===== src/design/number_word_string_lexer_core_assert.svh =====
// assertion macros used by the lexer front end
`ifndef NUMBER_WORD_STRING_LEXER_CORE_ASSERT_SVH
`define NUMBER_WORD_STRING_LEXER_CORE_ASSERT_SVH

// consequent must hold in the same cycle as the antecedent
`define NWSL_ASSERT_SAME(lbl, ante, cons, msg) \
    lbl: assert property (@(posedge clk) disable iff (!rst_n) (ante) |-> (cons)) \
        else $error(msg);

// consequent must hold in the cycle after the antecedent
`define NWSL_ASSERT_NEXT(lbl, ante, cons, msg) \
    lbl: assert property (@(posedge clk) disable iff (!rst_n) (ante) |=> (cons)) \
        else $error(msg);

`endif


===== src/design/nwsl_pkg.sv =====
`timescale 1ns / 1ps

package nwsl_pkg;

    localparam int MAX_LEXEME    = 32;
    localparam int POSITION_BITS = 16;

    localparam int IDX_W     = $clog2(MAX_LEXEME);
    localparam int LEN_W     = $clog2(MAX_LEXEME + 1);
    localparam int ADDR_W    = IDX_W + 1;
    localparam int MEM_DEPTH = 2 ** ADDR_W;

    localparam int QUEUE_DEPTH = 4;
    localparam int QPTR_W      = $clog2(QUEUE_DEPTH);
    localparam int QCNT_W      = $clog2(QUEUE_DEPTH + 1);

    localparam logic [7:0] CH_DIGIT_LO  = 8'h30;
    localparam logic [7:0] CH_DIGIT_HI  = 8'h39;
    localparam logic [7:0] CH_LOWER_LO  = 8'h61;
    localparam logic [7:0] CH_LOWER_HI  = 8'h7a;
    localparam logic [7:0] CH_UPPER_LO  = 8'h41;
    localparam logic [7:0] CH_UPPER_HI  = 8'h5a;
    localparam logic [7:0] CH_QUOTE     = 8'h22;
    localparam logic [7:0] CH_SPACE     = 8'h20;
    localparam logic [7:0] CH_DOT       = 8'h2e;

    localparam logic [2:0] TK_INT   = 3'd0;
    localparam logic [2:0] TK_WORD  = 3'd1;
    localparam logic [2:0] TK_STR   = 3'd2;
    localparam logic [2:0] TK_FLOAT = 3'd3;
    localparam logic [2:0] TK_ERR   = 3'd4;
    localparam logic [2:0] TK_EOL   = 3'd5;

    typedef enum logic [2:0] {
        MODE_IDLE = 3'd0,
        MODE_INT  = 3'd1,
        MODE_WORD = 3'd2,
        MODE_STR  = 3'd3,
        MODE_DOT  = 3'd4,
        MODE_FRAC = 3'd5,
        MODE_ERR  = 3'd6
    } lex_mode_t;

    typedef enum logic [1:0] {
        OP_FLUSH = 2'd0,
        OP_ERROR = 2'd1,
        OP_EOL   = 2'd2
    } cmd_op_t;

    typedef enum logic [1:0] {
        BK_IDLE   = 2'd0,
        BK_SINGLE = 2'd1,
        BK_READ   = 2'd2,
        BK_LOAD   = 2'd3
    } back_state_t;

    // one queued command; single-result commands carry their output fields directly
    typedef struct packed {
        cmd_op_t          op;
        logic [2:0]       tk;
        logic             bank;
        logic [LEN_W-1:0] len;
        logic             trunc;
        logic [7:0]       ch;
        logic [15:0]      pos;
        logic             last;
    } cmd_t;

    typedef struct packed {
        logic              valid;
        logic [ADDR_W-1:0] addr;
        logic [7:0]        data;
    } mem_wr_t;

    typedef struct packed {
        logic valid;
        logic bank;
    } flush_done_t;

    typedef struct packed {
        lex_mode_t mode;
        logic      append;
        logic      error;
    } start_t;

    function automatic logic is_digit(logic [7:0] c);
        return (c >= CH_DIGIT_LO) && (c <= CH_DIGIT_HI);
    endfunction

    function automatic logic is_letter(logic [7:0] c);
        return ((c >= CH_LOWER_LO) && (c <= CH_LOWER_HI)) ||
               ((c >= CH_UPPER_LO) && (c <= CH_UPPER_HI));
    endfunction

    // classification of a character seen from idle
    function automatic start_t start_class(logic [7:0] c);
        start_t r;
        r.mode   = MODE_IDLE;
        r.append = 1'b0;
        r.error  = 1'b0;
        if (is_digit(c))
        begin
            r.mode   = MODE_INT;
            r.append = 1'b1;
        end
        else if (is_letter(c))
        begin
            r.mode   = MODE_WORD;
            r.append = 1'b1;
        end
        else if (c == CH_QUOTE)
        begin
            r.mode = MODE_STR;
        end
        else if (c != CH_SPACE)
        begin
            r.mode  = MODE_ERR;
            r.error = 1'b1;
        end
        return r;
    endfunction

    function automatic cmd_t cmd_flush(logic [2:0] tk, logic bank, logic [LEN_W-1:0] len,
                                       logic trunc);
        cmd_t r;
        r.op    = OP_FLUSH;
        r.tk    = tk;
        r.bank  = bank;
        r.len   = len;
        r.trunc = trunc;
        r.ch    = 8'd0;
        r.pos   = 16'd0;
        r.last  = 1'b0;
        return r;
    endfunction

    function automatic cmd_t cmd_error(logic [7:0] ch, logic [15:0] pos);
        cmd_t r;
        r.op    = OP_ERROR;
        r.tk    = TK_ERR;
        r.bank  = 1'b0;
        r.len   = '0;
        r.trunc = 1'b0;
        r.ch    = ch;
        r.pos   = pos;
        r.last  = 1'b0;
        return r;
    endfunction

    function automatic cmd_t cmd_eol();
        cmd_t r;
        r.op    = OP_EOL;
        r.tk    = TK_EOL;
        r.bank  = 1'b0;
        r.len   = '0;
        r.trunc = 1'b0;
        r.ch    = 8'd0;
        r.pos   = 16'd0;
        r.last  = 1'b0;
        return r;
    endfunction

endpackage


===== src/design/number_word_string_lexer_core.sv =====
// Streaming lexer for integers, words, quoted strings and decimal floats. Each input
// transfer carries one byte or an end-of-line marker; each output transfer carries one
// character of a finished token with its class, length, truncation flag and a last
// mark on the final result caused by that input. Errors report the offending byte and
// its position within the line, then bytes are ignored until end of line. The front
// end accepts one input per cycle while its command queue has room. An input that
// queues two commands stalls the input while the second command is queued. That is
// an end of line that closes a token or raises an error, or a byte that ends a token
// and then fails from idle. The back end takes a command from the queue, then for a
// token does a lexeme memory read and an output load per character; any other result
// is loaded into the output register once its command is taken. The lexeme
// buffer has two banks, so a new token is collected while the previous one is emitted.
// Input stalls while a second command still waits, while the bank to be written is
// still being emitted, or while the queue is full. No clearing pass runs after reset.
`timescale 1ns / 1ps

module number_word_string_lexer_core
(
    input  logic        clk,
    input  logic        rst_n,
    input  logic        in_valid,
    output logic        in_ready,
    input  logic        kind,
    input  logic [7:0]  character,
    output logic        out_valid,
    input  logic        out_ready,
    output logic [2:0]  token_kind,
    output logic [7:0]  lexeme_char,
    output logic [5:0]  lexeme_length,
    output logic [15:0] error_position,
    output logic        truncated,
    output logic        last
);

    // front to queue
    logic                  push_valid;
    nwsl_pkg::cmd_t        push_data;
    logic                  q_full;

    // queue to back
    logic                  q_pop;
    logic                  q_empty;
    nwsl_pkg::cmd_t        pop_data;

    // lexeme writes go forward, bank release comes back
    nwsl_pkg::mem_wr_t     mem_wr;
    nwsl_pkg::flush_done_t done;

    // classifier: runs the mode machine, writes lexeme bytes, queues commands
    nwsl_front u_front
    (
        .clk        (clk),
        .rst_n      (rst_n),
        .in_valid   (in_valid),
        .in_ready   (in_ready),
        .kind       (kind),
        .character  (character),
        .q_full     (q_full),
        .push_valid (push_valid),
        .push_data  (push_data),
        .mem_wr     (mem_wr),
        .done       (done)
    );

    // short command queue decoupling classification from emission
    nwsl_queue u_queue
    (
        .clk        (clk),
        .rst_n      (rst_n),
        .push_valid (push_valid),
        .push_data  (push_data),
        .full       (q_full),
        .pop        (q_pop),
        .pop_data   (pop_data),
        .empty      (q_empty)
    );

    // emitter: expands each command into result transfers through the output register
    nwsl_back u_back
    (
        .clk            (clk),
        .rst_n          (rst_n),
        .q_empty        (q_empty),
        .q_pop          (q_pop),
        .q_data         (pop_data),
        .mem_wr         (mem_wr),
        .done           (done),
        .out_valid      (out_valid),
        .out_ready      (out_ready),
        .token_kind     (token_kind),
        .lexeme_char    (lexeme_char),
        .lexeme_length  (lexeme_length),
        .error_position (error_position),
        .truncated      (truncated),
        .last           (last)
    );

endmodule


===== src/design/nwsl_queue.sv =====
`timescale 1ns / 1ps

module nwsl_queue
(
    input  logic           clk,
    input  logic           rst_n,
    input  logic           push_valid,
    input  nwsl_pkg::cmd_t push_data,
    output logic           full,
    input  logic           pop,
    output nwsl_pkg::cmd_t pop_data,
    output logic           empty
);

    nwsl_pkg::cmd_t                   entry_reg [nwsl_pkg::QUEUE_DEPTH];
    logic [nwsl_pkg::QPTR_W-1:0]      wr_ptr_reg, wr_ptr_next;
    logic [nwsl_pkg::QPTR_W-1:0]      rd_ptr_reg, rd_ptr_next;
    logic [nwsl_pkg::QCNT_W-1:0]      count_reg, count_next;
    logic                             do_push, do_pop;

    assign full     = (count_reg == nwsl_pkg::QCNT_W'(nwsl_pkg::QUEUE_DEPTH));
    assign empty    = (count_reg == '0);
    assign pop_data = entry_reg[rd_ptr_reg];
    assign do_push  = push_valid && !full;
    assign do_pop   = pop && !empty;

    // pointer wrap written out so the depth need not be a power of two
    always_comb
    begin
        wr_ptr_next = wr_ptr_reg;
        rd_ptr_next = rd_ptr_reg;
        if (do_push)
        begin
            wr_ptr_next = (wr_ptr_reg == nwsl_pkg::QPTR_W'(nwsl_pkg::QUEUE_DEPTH - 1)) ?
                          '0 : wr_ptr_reg + nwsl_pkg::QPTR_W'(1);
        end
        if (do_pop)
        begin
            rd_ptr_next = (rd_ptr_reg == nwsl_pkg::QPTR_W'(nwsl_pkg::QUEUE_DEPTH - 1)) ?
                          '0 : rd_ptr_reg + nwsl_pkg::QPTR_W'(1);
        end
        count_next = count_reg + nwsl_pkg::QCNT_W'(do_push) - nwsl_pkg::QCNT_W'(do_pop);
    end

    always_ff @(posedge clk or negedge rst_n)
    begin
        if (!rst_n)
        begin
            wr_ptr_reg <= '0;
            rd_ptr_reg <= '0;
            count_reg  <= '0;
        end
        else
        begin
            wr_ptr_reg <= wr_ptr_next;
            rd_ptr_reg <= rd_ptr_next;
            count_reg  <= count_next;
        end
    end

    always_ff @(posedge clk)
    begin
        if (do_push)
        begin
            entry_reg[wr_ptr_reg] <= push_data;
        end
    end

endmodule


===== src/design/nwsl_front.sv =====
`timescale 1ns / 1ps
`include "number_word_string_lexer_core_assert.svh"

module nwsl_front
(
    input  logic                  clk,
    input  logic                  rst_n,
    input  logic                  in_valid,
    output logic                  in_ready,
    input  logic                  kind,
    input  logic [7:0]            character,
    input  logic                  q_full,
    output logic                  push_valid,
    output nwsl_pkg::cmd_t        push_data,
    output nwsl_pkg::mem_wr_t     mem_wr,
    input  nwsl_pkg::flush_done_t done
);

    nwsl_pkg::lex_mode_t                 mode_reg, mode_next;
    logic [nwsl_pkg::LEN_W-1:0]          fill_reg, fill_next;
    logic                                ovf_reg, ovf_next;
    logic [nwsl_pkg::POSITION_BITS-1:0]  pos_reg, pos_next;
    logic                                bank_reg, bank_next;
    logic [1:0]                          busy_reg, busy_next;
    logic                                pend_valid_reg, pend_valid_next;
    nwsl_pkg::cmd_t                      pend_reg;

    nwsl_pkg::cmd_t                      c0, c1, fl;
    logic                                c0_v, c1_v;
    logic [2:0]                          flush_tk;
    nwsl_pkg::start_t                    idle;
    logic                                restart, from_idle, flush_set;
    logic                                app, wr_ok, app_bank;
    logic [nwsl_pkg::LEN_W-1:0]          app_base;
    logic [15:0]                         cur_pos;
    logic                                accept, busy_set;

    assign idle    = nwsl_pkg::start_class(character);
    assign cur_pos = 16'(pos_reg);

    always_comb
    begin
        unique case (mode_reg)
            nwsl_pkg::MODE_WORD: flush_tk = nwsl_pkg::TK_WORD;
            nwsl_pkg::MODE_STR:  flush_tk = nwsl_pkg::TK_STR;
            nwsl_pkg::MODE_FRAC: flush_tk = nwsl_pkg::TK_FLOAT;
            default:             flush_tk = nwsl_pkg::TK_INT;
        endcase
        fl = nwsl_pkg::cmd_flush(flush_tk, bank_reg, fill_reg, ovf_reg);
    end

    // classification of one character against the current mode
    always_comb
    begin
        mode_next = mode_reg;
        fill_next = fill_reg;
        ovf_next  = ovf_reg;
        bank_next = bank_reg;
        pos_next  = kind ? '0 : pos_reg + nwsl_pkg::POSITION_BITS'(1);
        c0        = nwsl_pkg::cmd_eol();
        c1        = nwsl_pkg::cmd_eol();
        c0_v      = 1'b0;
        c1_v      = 1'b0;
        restart   = 1'b0;
        from_idle = 1'b0;
        flush_set = 1'b0;
        app       = 1'b0;
        app_bank  = bank_reg;
        app_base  = fill_reg;

        if (kind)
        begin
            unique case (mode_reg)
                nwsl_pkg::MODE_INT, nwsl_pkg::MODE_WORD, nwsl_pkg::MODE_FRAC:
                begin
                    c0        = fl;
                    c0_v      = 1'b1;
                    c1_v      = 1'b1;
                    flush_set = 1'b1;
                end
                nwsl_pkg::MODE_STR, nwsl_pkg::MODE_DOT:
                begin
                    c0   = nwsl_pkg::cmd_error(8'd0, cur_pos);
                    c0_v = 1'b1;
                    c1_v = 1'b1;
                end
                default:
                begin
                    c0_v = 1'b1;
                end
            endcase
            mode_next = nwsl_pkg::MODE_IDLE;
            fill_next = '0;
            ovf_next  = 1'b0;
            bank_next = flush_set ? ~bank_reg : bank_reg;
        end
        else
        begin
            unique case (mode_reg)
                nwsl_pkg::MODE_INT:
                begin
                    if (nwsl_pkg::is_digit(character))
                    begin
                        app = 1'b1;
                    end
                    else if (character == nwsl_pkg::CH_DOT)
                    begin
                        app       = 1'b1;
                        mode_next = nwsl_pkg::MODE_DOT;
                    end
                    else
                    begin
                        restart = 1'b1;
                    end
                end
                nwsl_pkg::MODE_WORD:
                begin
                    if (nwsl_pkg::is_letter(character))
                        app = 1'b1;
                    else
                        restart = 1'b1;
                end
                nwsl_pkg::MODE_STR:
                begin
                    if (character == nwsl_pkg::CH_QUOTE)
                    begin
                        c0        = fl;
                        c0_v      = 1'b1;
                        flush_set = 1'b1;
                        mode_next = nwsl_pkg::MODE_IDLE;
                        fill_next = '0;
                        ovf_next  = 1'b0;
                        bank_next = ~bank_reg;
                    end
                    else
                    begin
                        app = 1'b1;
                    end
                end
                nwsl_pkg::MODE_DOT:
                begin
                    if (nwsl_pkg::is_digit(character))
                    begin
                        app       = 1'b1;
                        mode_next = nwsl_pkg::MODE_FRAC;
                    end
                    else
                    begin
                        c0        = nwsl_pkg::cmd_error(character, cur_pos);
                        c0_v      = 1'b1;
                        mode_next = nwsl_pkg::MODE_ERR;
                        fill_next = '0;
                        ovf_next  = 1'b0;
                    end
                end
                nwsl_pkg::MODE_FRAC:
                begin
                    if (nwsl_pkg::is_digit(character))
                        app = 1'b1;
                    else
                        restart = 1'b1;
                end
                nwsl_pkg::MODE_ERR:
                begin
                end
                default:
                begin
                    from_idle = 1'b1;
                end
            endcase

            // token ended: emit it, then look at the character again from idle
            if (restart)
            begin
                c0        = fl;
                c0_v      = 1'b1;
                flush_set = 1'b1;
                bank_next = ~bank_reg;
                fill_next = '0;
                ovf_next  = 1'b0;
                app_bank  = ~bank_reg;
                app_base  = '0;
                mode_next = idle.mode;
                app       = idle.append;
                if (idle.error)
                begin
                    c1   = nwsl_pkg::cmd_error(character, cur_pos);
                    c1_v = 1'b1;
                end
            end

            if (from_idle)
            begin
                mode_next = idle.mode;
                app       = idle.append;
                fill_next = '0;
                ovf_next  = 1'b0;
                app_base  = '0;
                if (idle.error)
                begin
                    c0   = nwsl_pkg::cmd_error(character, cur_pos);
                    c0_v = 1'b1;
                end
            end
        end

        // drop characters past the buffer and remember it
        wr_ok = app && (app_base < nwsl_pkg::LEN_W'(nwsl_pkg::MAX_LEXEME));
        if (app)
        begin
            if (wr_ok)
                fill_next = app_base + nwsl_pkg::LEN_W'(1);
            else
                ovf_next = 1'b1;
        end

        if (c1_v)
            c1.last = 1'b1;
        else
            c0.last = 1'b1;
    end

    // stall while a second command waits, the queue is full, or the bank is being read
    assign in_ready = !pend_valid_reg && !q_full && !(wr_ok && busy_reg[app_bank]);
    assign accept   = in_valid && in_ready;
    assign busy_set = accept && flush_set && (fill_reg != '0);

    assign mem_wr.valid = accept && wr_ok;
    assign mem_wr.addr  = {app_bank, app_base[nwsl_pkg::IDX_W-1:0]};
    assign mem_wr.data  = character;

    assign push_valid = pend_valid_reg ? !q_full : (accept && c0_v);
    assign push_data  = pend_valid_reg ? pend_reg : c0;

    always_comb
    begin
        pend_valid_next = pend_valid_reg;
        if (pend_valid_reg && !q_full)
            pend_valid_next = 1'b0;
        if (accept && c1_v)
            pend_valid_next = 1'b1;
        for (int b = 0; b < 2; b++)
        begin
            busy_next[b] = (busy_reg[b] && !(done.valid && (done.bank == 1'(b)))) ||
                           (busy_set && (bank_reg == 1'(b)));
        end
    end

    always_ff @(posedge clk or negedge rst_n)
    begin
        if (!rst_n)
        begin
            mode_reg       <= nwsl_pkg::MODE_IDLE;
            fill_reg       <= '0;
            ovf_reg        <= 1'b0;
            pos_reg        <= '0;
            bank_reg       <= 1'b0;
            busy_reg       <= '0;
            pend_valid_reg <= 1'b0;
        end
        else
        begin
            if (accept)
            begin
                mode_reg <= mode_next;
                fill_reg <= fill_next;
                ovf_reg  <= ovf_next;
                pos_reg  <= pos_next;
                bank_reg <= bank_next;
            end
            busy_reg       <= busy_next;
            pend_valid_reg <= pend_valid_next;
        end
    end

    always_ff @(posedge clk)
    begin
        if (accept && c1_v)
            pend_reg <= c1;
    end

    `NWSL_ASSERT_SAME(a_no_write_busy_bank, mem_wr.valid, !busy_reg[mem_wr.addr[nwsl_pkg::ADDR_W-1]], "lexeme write into a bank still being emitted")
    `NWSL_ASSERT_SAME(a_done_matches_busy, done.valid, busy_reg[done.bank], "flush done for a bank that was not busy")
    `NWSL_ASSERT_SAME(a_no_push_when_full, push_valid, !q_full, "command pushed into a full queue")
    `NWSL_ASSERT_NEXT(a_pending_drains, pend_valid_reg && !q_full, !pend_valid_reg, "pending command not drained")

endmodule


===== src/design/nwsl_back.sv =====
`timescale 1ns / 1ps

module nwsl_back
(
    input  logic                  clk,
    input  logic                  rst_n,
    input  logic                  q_empty,
    output logic                  q_pop,
    input  nwsl_pkg::cmd_t        q_data,
    input  nwsl_pkg::mem_wr_t     mem_wr,
    output nwsl_pkg::flush_done_t done,
    output logic                  out_valid,
    input  logic                  out_ready,
    output logic [2:0]            token_kind,
    output logic [7:0]            lexeme_char,
    output logic [5:0]            lexeme_length,
    output logic [15:0]           error_position,
    output logic                  truncated,
    output logic                  last
);

    logic [7:0]                     mem [nwsl_pkg::MEM_DEPTH];
    logic [7:0]                     rd_data_reg;
    logic                           rd_en;
    logic [nwsl_pkg::ADDR_W-1:0]    rd_addr;

    nwsl_pkg::back_state_t          state_reg, state_next;
    nwsl_pkg::cmd_t                 cmd_reg, cmd_next;
    logic [nwsl_pkg::IDX_W-1:0]     idx_reg, idx_next;
    logic                           final_char, out_free, load;

    logic                           out_valid_reg, out_valid_next;
    logic [2:0]                     token_kind_reg, token_kind_next;
    logic [7:0]                     lexeme_char_reg, lexeme_char_next;
    logic [5:0]                     lexeme_length_reg, lexeme_length_next;
    logic [15:0]                    error_position_reg, error_position_next;
    logic                           truncated_reg, truncated_next;
    logic                           last_reg, last_next;

    assign rd_addr    = {cmd_reg.bank, idx_reg};
    assign final_char = (nwsl_pkg::LEN_W'(idx_reg) + nwsl_pkg::LEN_W'(1)) == cmd_reg.len;
    assign out_free   = !out_valid_reg || out_ready;

    always_comb
    begin
        state_next          = state_reg;
        cmd_next            = cmd_reg;
        idx_next            = idx_reg;
        q_pop               = 1'b0;
        rd_en               = 1'b0;
        load                = 1'b0;
        done.valid          = 1'b0;
        done.bank           = cmd_reg.bank;
        token_kind_next     = cmd_reg.tk;
        lexeme_char_next    = cmd_reg.ch;
        lexeme_length_next  = 6'(cmd_reg.len);
        error_position_next = cmd_reg.pos;
        truncated_next      = cmd_reg.trunc;
        last_next           = cmd_reg.last;

        unique case (state_reg)
            nwsl_pkg::BK_IDLE:
            begin
                if (!q_empty)
                begin
                    q_pop    = 1'b1;
                    cmd_next = q_data;
                    idx_next = '0;
                    if ((q_data.op == nwsl_pkg::OP_FLUSH) && (q_data.len != '0))
                        state_next = nwsl_pkg::BK_READ;
                    else
                        state_next = nwsl_pkg::BK_SINGLE;
                end
            end
            nwsl_pkg::BK_SINGLE:
            begin
                if (out_free)
                begin
                    load       = 1'b1;
                    state_next = nwsl_pkg::BK_IDLE;
                end
            end
            nwsl_pkg::BK_READ:
            begin
                rd_en      = 1'b1;
                state_next = nwsl_pkg::BK_LOAD;
            end
            nwsl_pkg::BK_LOAD:
            begin
                if (out_free)
                begin
                    load             = 1'b1;
                    lexeme_char_next = rd_data_reg;
                    last_next        = cmd_reg.last && final_char;
                    if (final_char)
                    begin
                        done.valid = 1'b1;
                        state_next = nwsl_pkg::BK_IDLE;
                    end
                    else
                    begin
                        idx_next   = idx_reg + nwsl_pkg::IDX_W'(1);
                        state_next = nwsl_pkg::BK_READ;
                    end
                end
            end
            default:
            begin
                state_next = nwsl_pkg::BK_IDLE;
            end
        endcase

        out_valid_next = load ? 1'b1 : (out_valid_reg && !out_ready);
    end

    always_ff @(posedge clk or negedge rst_n)
    begin
        if (!rst_n)
        begin
            state_reg     <= nwsl_pkg::BK_IDLE;
            out_valid_reg <= 1'b0;
        end
        else
        begin
            state_reg     <= state_next;
            out_valid_reg <= out_valid_next;
        end
    end

    always_ff @(posedge clk)
    begin
        cmd_reg <= cmd_next;
        idx_reg <= idx_next;
        if (load)
        begin
            token_kind_reg     <= token_kind_next;
            lexeme_char_reg    <= lexeme_char_next;
            lexeme_length_reg  <= lexeme_length_next;
            error_position_reg <= error_position_next;
            truncated_reg      <= truncated_next;
            last_reg           <= last_next;
        end
    end

    // lexeme buffer, two banks
    always_ff @(posedge clk)
    begin
        if (mem_wr.valid)
            mem[mem_wr.addr] <= mem_wr.data;
        if (rd_en)
            rd_data_reg <= mem[rd_addr];
    end

    assign out_valid      = out_valid_reg;
    assign token_kind     = token_kind_reg;
    assign lexeme_char    = lexeme_char_reg;
    assign lexeme_length  = lexeme_length_reg;
    assign error_position = error_position_reg;
    assign truncated      = truncated_reg;
    assign last           = last_reg;

endmodule


===== config.mk =====
export PLATFORM = sky130hd
export DESIGN_NAME = number_word_string_lexer_core
export DESIGN_NICKNAME = d
export VERILOG_FILES = /design/src/design/nwsl_pkg.sv /design/src/design/number_word_string_lexer_core.sv /design/src/design/nwsl_queue.sv /design/src/design/nwsl_front.sv /design/src/design/nwsl_back.sv
export VERILOG_INCLUDE_DIRS = /design/src /design/src/design
export SDC_FILE = /design/constraint.sdc
export NUM_CORES = 1
export LEC_CHECK = 0
export ABC_AREA = 1
export BUFFER_PORTS_ARGS = -buffer_cell sky130_fd_sc_hd__buf_4
export CELL_PAD_IN_SITES_DETAIL_PLACEMENT = 1
export CELL_PAD_IN_SITES_GLOBAL_PLACEMENT = 2
export CORE_ASPECT_RATIO = 0.6
export CORE_MARGIN = 3
export CORE_UTILIZATION = 48
export CTS_CLUSTER_DIAMETER = 30
export CTS_CLUSTER_SIZE = 24
export DETAILED_ROUTE_END_ITERATION = 8
export PLACE_DENSITY_LB_ADDON = 0.1
export SLEW_MARGIN = 40
export SYNTH_ARGS = -nofsm -noshare
export SYNTH_HDL_FRONTEND = slang
export SYNTH_SLANG_ARGS = --single-unit
export TNS_END_PERCENT = 100

===== constraint.sdc =====
create_clock -name clk -period 10 [get_ports clk]
set_clock_uncertainty 0.1 [all_clocks]
set_input_delay 0 -clock clk [delete_from_list [all_inputs] [get_ports clk]]
set_output_delay 0 -clock clk [all_outputs]
set_load 0.03 [all_outputs]

## After elaboration in Yosys (flattened, before gate mapping)

Memory sizes are Yosys's and may differ from the RTL's. A register that Yosys moved wholly into a read port is not among the register bits.
Index checks and enable logic that the tools add are counted.

- Register bits: 154
- Latch bits: 0
- Bits in writable memories: 664
- ROM bits: 0
- Bits of input ports: 13
- Output and inout bits: 37
- Logic and storage cells: 264
- Memories kept: 2

Memories:

| name | depth | bits a word | read ports | clocked after Yosys merged registers in | wr ports | line | source |
|---|---|---|---|---|---|---|---|
| u_back.mem | 64 | 8 | 1 | 1 | 1 | nwsl_back.sv:22 | `logic [7:0] mem [nwsl_pkg::MEM_DEPTH];` |
| u_queue.entry_reg | 4 | 38 | 1 | 0 | 1 | nwsl_queue.sv:15 | `nwsl_pkg::cmd_t entry_reg [nwsl_pkg::QUEUE_DEPTH];` |

- $add $sub $neg: 8
- $mul: 0
- Divide/modulo/power cells: 0
- Order comparisons: 8
- Eq/ne operators: 24
- Shift operators: 0
- Muxes and demuxes: 123
- Bitwise operators: 5
- Reductions and logical operators: 60

Operators with widths:

| kind | number |
|---|---|
| $mux 38 | 8 |
| $pmux 38 s2 | 2 |
| $mux 1 | 70 |
| $mux 6 | 10 |
| $mux 3 | 9 |
| $logic_and 1x1->1 | 25 |
| $reduce_bool 6->1 | 3 |
| $add 16x1->16 const B | 1 |
| $eq 8x6->1 const B | 2 |
| $ge 8x7->1 const B | 2 |
| $le 8x7->1 const B | 2 |
| $mux 16 | 1 |
| $mux 2 | 8 |
| $mux 8 | 2 |
| $mux 5 | 3 |
| $eq 3x3->1 const B | 4 |
| $pmux 6 s2 | 1 |
| $ne 5x2->1 const B | 2 |
| $pmux 5 s2 | 1 |
| $pmux 3 s3 | 1 |
| $eq 2x2->1 const B | 4 |
| $ge 8x6->1 const B | 1 |
| $le 8x6->1 const B | 1 |
| $logic_not 1->1 | 8 |
| 36 further kinds | 57 |

## Depth between registers and ports, before layout

- Depth in word-level cells: 20
- Gate-level depth with buffers: 18
- Mapped depth without buffers: 18

## By module

Synthesis repeated with hierarchy kept, for this count alone.

- Cell total of the unflattened synthesis: 3,038
- Area, all modules: 34,879.7 µm²

Modules (own cells, without submodules):

| module | times used | cells each | area each (µm²) | sequential area each (µm²) |
|---|---|---|---|---|
| nwsl_back | 1 | 1,990 | 24,283.3 | 17,972.2 |
| nwsl_queue | 1 | 503 | 6,633.9 | 4,739.5 |
| nwsl_front | 1 | 545 | 3,962.6 | 1,561.5 |

## Worst setup path before layout

Ideal clock, no wire load.

- Path type: reg2reg
- Start: register u_front.mode_reg[2]
- End: memory u_queue.entry_reg[3][0] (netlist name), enable pin
- Library setup time: 0.433 ns
- Arrival time: 3.294 ns
- Required time: 9.467 ns
- Slack: 6.173 ns
- Cell stages (with the launch flop): 12
- Buffers on the path: 0
- Period minus slack after synthesis: 3.827 ns
- Cell sequence: dfrtp_1 > nor3_1 > nand2_2 > nand2_2 > nand3_1 > nand3_1 > nand2_2 > nand2_4 > nand4_1 > nand2_1 > inv_1 > nor2_1

- Word-level cells in the longest chain between the ends: 17
- Elaborated cells on any way between the ends: 39
- Those cells by class: order compare (1); eq/ne (6); mux (23); reduce/logical (9)

RTL lines:

| what | line | source |
|---|---|---|
| start: declaration | nwsl_front.sv:19 | `nwsl_pkg::lex_mode_t mode_reg, mode_next;` |
| start signal: assignment | nwsl_front.sv:253 | `mode_reg <= nwsl_pkg::MODE_IDLE;` |
| start signal: assignment | nwsl_front.sv:265 | `mode_reg <= mode_next;` |
| $eq 3x3->1, or another cell as far along | nwsl_front.sv:99 | `unique case (mode_reg)` |
| $pmux 1 s3 / $reduce_or 6->1 (equally long branches) | n/a |  |
| $mux 1, on equally long branches | nwsl_front.sv:71, nwsl_front.sv:99 |  |
| $mux 6 / $mux 1 (equally long branches) | nwsl_front.sv:173, nwsl_front.sv:71 |  |
| $mux 6 | nwsl_front.sv:192 | `if (from_idle)` |
| $mux 6 | nwsl_front.sv:71 | `if (kind)` |
| $lt 6x6->1 | nwsl_front.sv:208 | `wr_ok = app && (app_base < nwsl_pkg::LEN_W'(nwsl_pkg::MAX_LEXEME));` |
| $logic_and 1x1->1 | nwsl_front.sv:208 |  |
| [2 not listed] | n/a |  |
| $logic_and 1x1->1 | nwsl_front.sv:224 | `assign in_ready = !pend_valid_reg && !q_full && !(wr_ok && busy_reg[app_bank]);` |
| $logic_and 1x1->1 | nwsl_front.sv:225 | `assign accept = in_valid && in_ready;` |
| $logic_and 1x1->1 * | nwsl_front.sv:232 | `assign push_valid = pend_valid_reg ? !q_full : (accept && c0_v);` |
| $mux 1 * | nwsl_front.sv:232 |  |
| $logic_and 1x1->1 * | nwsl_queue.sv:24 | `assign do_push = push_valid && !full;` |
| via u_queue.do_push | nwsl_queue.sv:19 | `logic do_push, do_pop;` |
| $mux 1 * | nwsl_queue.sv:63 | `if (do_push)` |
| $mux 1 (implied by the code) * | nwsl_queue.sv:65 | `entry_reg[wr_ptr_reg] <= push_data;` |
| end: declaration | nwsl_queue.sv:15 |  |

Mark *: on every way through the listed nets, which the timed path passes. The rest lies on a longest branch. The select of a mux whose other input is x is not followed.

## Worst setup path in the final report

- Start: register u_front.mode_reg[2]
- End: memory u_back.mem[63][6], enable pin

- Word-level cells in the longest chain between the ends: 15
- Elaborated cells on any way between the ends: 32
- Those cells by class: order compare (1); eq/ne (6); mux (17); reduce/logical (8)

RTL lines:

| what | line | source |
|---|---|---|
| $eq 3x3->1, or another cell as far along | nwsl_front.sv:99 |  |
| $pmux 1 s3 / $reduce_or 6->1 (equally long branches) | n/a |  |
| $mux 1, on equally long branches | nwsl_front.sv:71, nwsl_front.sv:99 |  |
| $mux 6 / $mux 1 (equally long branches) | nwsl_front.sv:173, nwsl_front.sv:71 |  |
| $mux 6 | nwsl_front.sv:192 |  |
| $mux 6 | nwsl_front.sv:71 |  |
| $lt 6x6->1 | nwsl_front.sv:208 |  |
| $logic_and 1x1->1 | nwsl_front.sv:208 |  |
| $logic_and 1x1->1 | nwsl_front.sv:224 |  |
| $logic_not 1->1 | nwsl_front.sv:224 |  |
| $logic_and 1x1->1 | nwsl_front.sv:224 |  |
| $logic_and 1x1->1 | nwsl_front.sv:225 |  |
| $logic_and 1x1->1 | nwsl_front.sv:228 | `assign mem_wr.valid = accept && wr_ok;` |
| $mux 1 | nwsl_back.sv:148 | `if (mem_wr.valid)` |
| $mux 1 (implied by the code) | nwsl_back.sv:149 | `mem[mem_wr.addr] <= mem_wr.data;` |
| end: declaration | nwsl_back.sv:22 |  |

Parallel ways exist; a longest one is shown, timed or not. The select of a mux whose other input is x is not followed.

==> results.md <==
* Unique masters post-synth at 45
* Register bit count reported by yosys at 815
* Routed wire length at 102000 um
* Max_cap viols at 0
* Clock tree sinks at 815
* Period minus WS final at 4.08 ns
* Final worst slack at 5.92 ns
* Number of global-route vias before repair at 22.3k
* Maximum resistive drop on vdd at 248 uV
* Count of flip-flops with a built-in enable after synthesis at 775
* Tightest Hold Check Type: in -> reg
* Dominant cell type by count on the critical path: nand2_2
* Number of buffers and inverters on the critical path at 1
* Yosys warning count at 0
* Detailed Place HPWL at 62000 um
* Mean instance size in the synthesized netlist at 13.1 um^2
* Worst slack after detailed placement at 5.80 ns
* Worst-skew pair later-pin latency at 0.70 ns
* Final-report max-slew violation count at 0
* GRT overflow at 0
* Number of flip-flops in the largest register at 512
* Detailed-route DRC error count at 0
* Placeable core area at 67000 um^2
* Die ar. at 71700 um^2
* Cell with the largest stage delay on the worst path: nor2_1
* LEAKAGE at 13.2 nW
* Cells after synthesis at 2512
* Via density per instance at 6.10
* First-pass GRT wire length at 150000 um
* Crit path largest cell delay at 0.73 ns
* Layout Utilization at 0.581
* Sequence of cells on the critical path: nor3_1 -> nand2_2 -> nand2_2 -> nand3_1 -> nand3_1 -> nand2_2 -> nand2_4 -> nand3_4 -> inv_2 -> nand2_2 -> nor2_1
* Area of the mapped netlist at 32800 um^2
* Final weighted congestion in routability-driven placement at 0.876
* Iteration count of the initial detailed-routing pass at 5
* Crit start category: flop
* Final setup viols at 0
* Data arrival time of the worst path at 4.30 ns
* Total Routing Usage GR at 0.285
* Setup fix buffers added after clock tree synthesis at 0
* F_max at 245 MHz
* Maximum number of pins on one net before global-route repair at 195
* Num CTS Buffers at 133
* H-tree lvl count at 4
* TNS Setup at 0 ns
* Power density of the placed cells at 325 nW/um^2
* Initial antenna violation count at 3
* CTS tree: built
* CTS Root Buffer Type: clkbuf_16
* Setup repair after global routing missed its margin: false
* Worst slew margin relative to its limit at 0.417
* Post-layout nets at 2633
* Number of standard-cell rows in the floorplan at 73
* Overall die width at 344 um
* Final Cycle Share at 0.408
* Diodes inserted at 0
* Run status: complete, no violations
* Sequential-to-total area share from yosys stat at 0.739
* Net Count, Synth at 2536
* Top delay family on crit path: simple AND/OR/NAND/NOR gates
* Post-detailed-route count of antenna-violating nets at 0
* Number of endpoints with negative hold slack in the final report at 0
* Share of synthesized registers carrying an async set or reset at 0.0491
* DRC violation total after the first TritonRoute iteration at 2596
* Area delta synth->final at 18.5%
* Maximum number of buffers from clock root to sink at 3
* Post-route standard cell area excluding fillers at 38900 um^2
* Clock transition time at the flip-flop clock pins of the worst setup and hold paths at 0.05 ns
* Die Y at 209 um
* Worst-path maximum fanout at 49
* Slew at the pin closest to its max-slew limit at 0.872 ns
* Number of top-level design ports at 50
* Via count at 22.1k
* Placement-stage cell area at 34200 um^2
* Port Buf Inserts at 49
* Proportion of layout cells with a drive suffix above 1 at 0.136
* Capturing element type of the critical path: flop
* Required @ worst endpoint at 10.22 ns
* Wirelength per Cell at 28.1 um
* Startpoint-to-endpoint class of the critical path: reg -> reg
* Ys flop type: edfxtp_1
* Starting density of the core at 0.491
==> power by group <==
part | internal, mW | switching [mW] | total [mW]
combinational | 0.900 | 2.68 | 3.58
sequential | 4.32 | 0.181 | 4.50
clock | 2.89 | 1.68 | 4.57
==> cell families after synthesis <==
family,synth area share
and+or+nand+nor,0.0997
DFF,0.739
xor gates and xnor gates,0.00560
muxes,0.0189
adders and majority gates,0.00442
buffers and inverters,0.0280
AOI/OAI and AO/OA,0.104
==> cells in the final DEF, fill, tap and decap left out, types with 15 or more instances in the layout <==
cell type  instances
edfxtp_1         775
nor2_1           419
o21ai_0          315
nand2_1          181
clkbuf_16        140
o22ai_1          103
nand3_1          101
inv_1             84
buf_4             81
o211ai_1          63
mux2i_1           62
o221ai_1          62
dfrtp_1           39
nor3_1            21
clkinv_2          21
xor2_1            19
o21ai_1           18
clkbuf_1          15
==> final timing paths <==
kind | startpoint | to | slack [ns] | cells after the start
min reg2reg | u_back.error_position_next[0] | u_back.error_position[0] | 0.32 | 0
min in group asynchronous | rst_n | u_front.fill_reg[2] | 0.32 | 4
max in group asynchronous | rst_n | u_queue.rd_ptr_reg[0] | 9.22 | 4
min | character[7] | u_back.mem[31][7] | 0.04 | 2
max reg2reg | u_front.mode_reg[2] | u_back.mem[63][6] | 5.92 | 11
max | u_front.mode_reg[2] | u_back.mem[63][6] | 5.92 | 11
==> cell type report <==
class	instances	area [um^2]
fill	6423	28000
tap	900	1130
clock buffer	159	3610
clock inverter	83	880
inverter	96	370
timing repair buffer	104	868
sequential	815	24300
multi-input combinational	1459	7780
==> through the flow <==
| stage | hold slack (ns) | instances | total power [mW] |
|---|---|---|---|
| 2_1_floorplan | -0.396 | 2512 | 6.62 |
| 3_3_place_gp | -0.0445 | 3357 | 7.92 |
| 3_5_place_dp | -0.0372 | 3358 | 8.04 |
| 4_1_cts | 0.00823 | 3615 | 12.6 |
| 5_1_grt | 0.0330 | 3616 | 13.2 |
| 6_report | 0.0367 | 3616 | 12.7 |
==> routing by layer <==
metal	GRT usage	part of all wire	up-vias
li1	-	-	9582
met1	0.456	0.48	11400
met2	0.376	0.40	1011
met3	0.0911	0.11	121
met4	0.0649	0.015	2
met5	0	0.00012	-
==> timing repair <==
| item | in CTS | in global routing |
|---|---|---|
| gates resized for setup | 0 | 0 |
| hold endpoints to repair | 343 | 0 |
| hold buffers | 15 | 0 |
==> Yosys cell counts (all sizes together), types with 2 or more instances <==
cell    count  area share
a21boi      2     0.00046
a21oi       5     0.00076
buf        20      0.0030
clkbuf    122       0.014
clkinv      5     0.00057
dfrtp      40       0.030
edfxtp    775        0.71
ha         10      0.0038
inv        91       0.010
mux2i      62       0.019
nand2     196       0.024
nand3     103       0.016
nand4      13      0.0025
nor2      439       0.051
nor3       29      0.0044
nor4        3     0.00057
o211ai     63       0.014
o21ai     336       0.051
o221ai     62       0.017
o22ai     103       0.020
or2         2     0.00038
xnor2       2     0.00053
xor2       19      0.0051
Note: power is estimated with default switching activity, not from simulation.
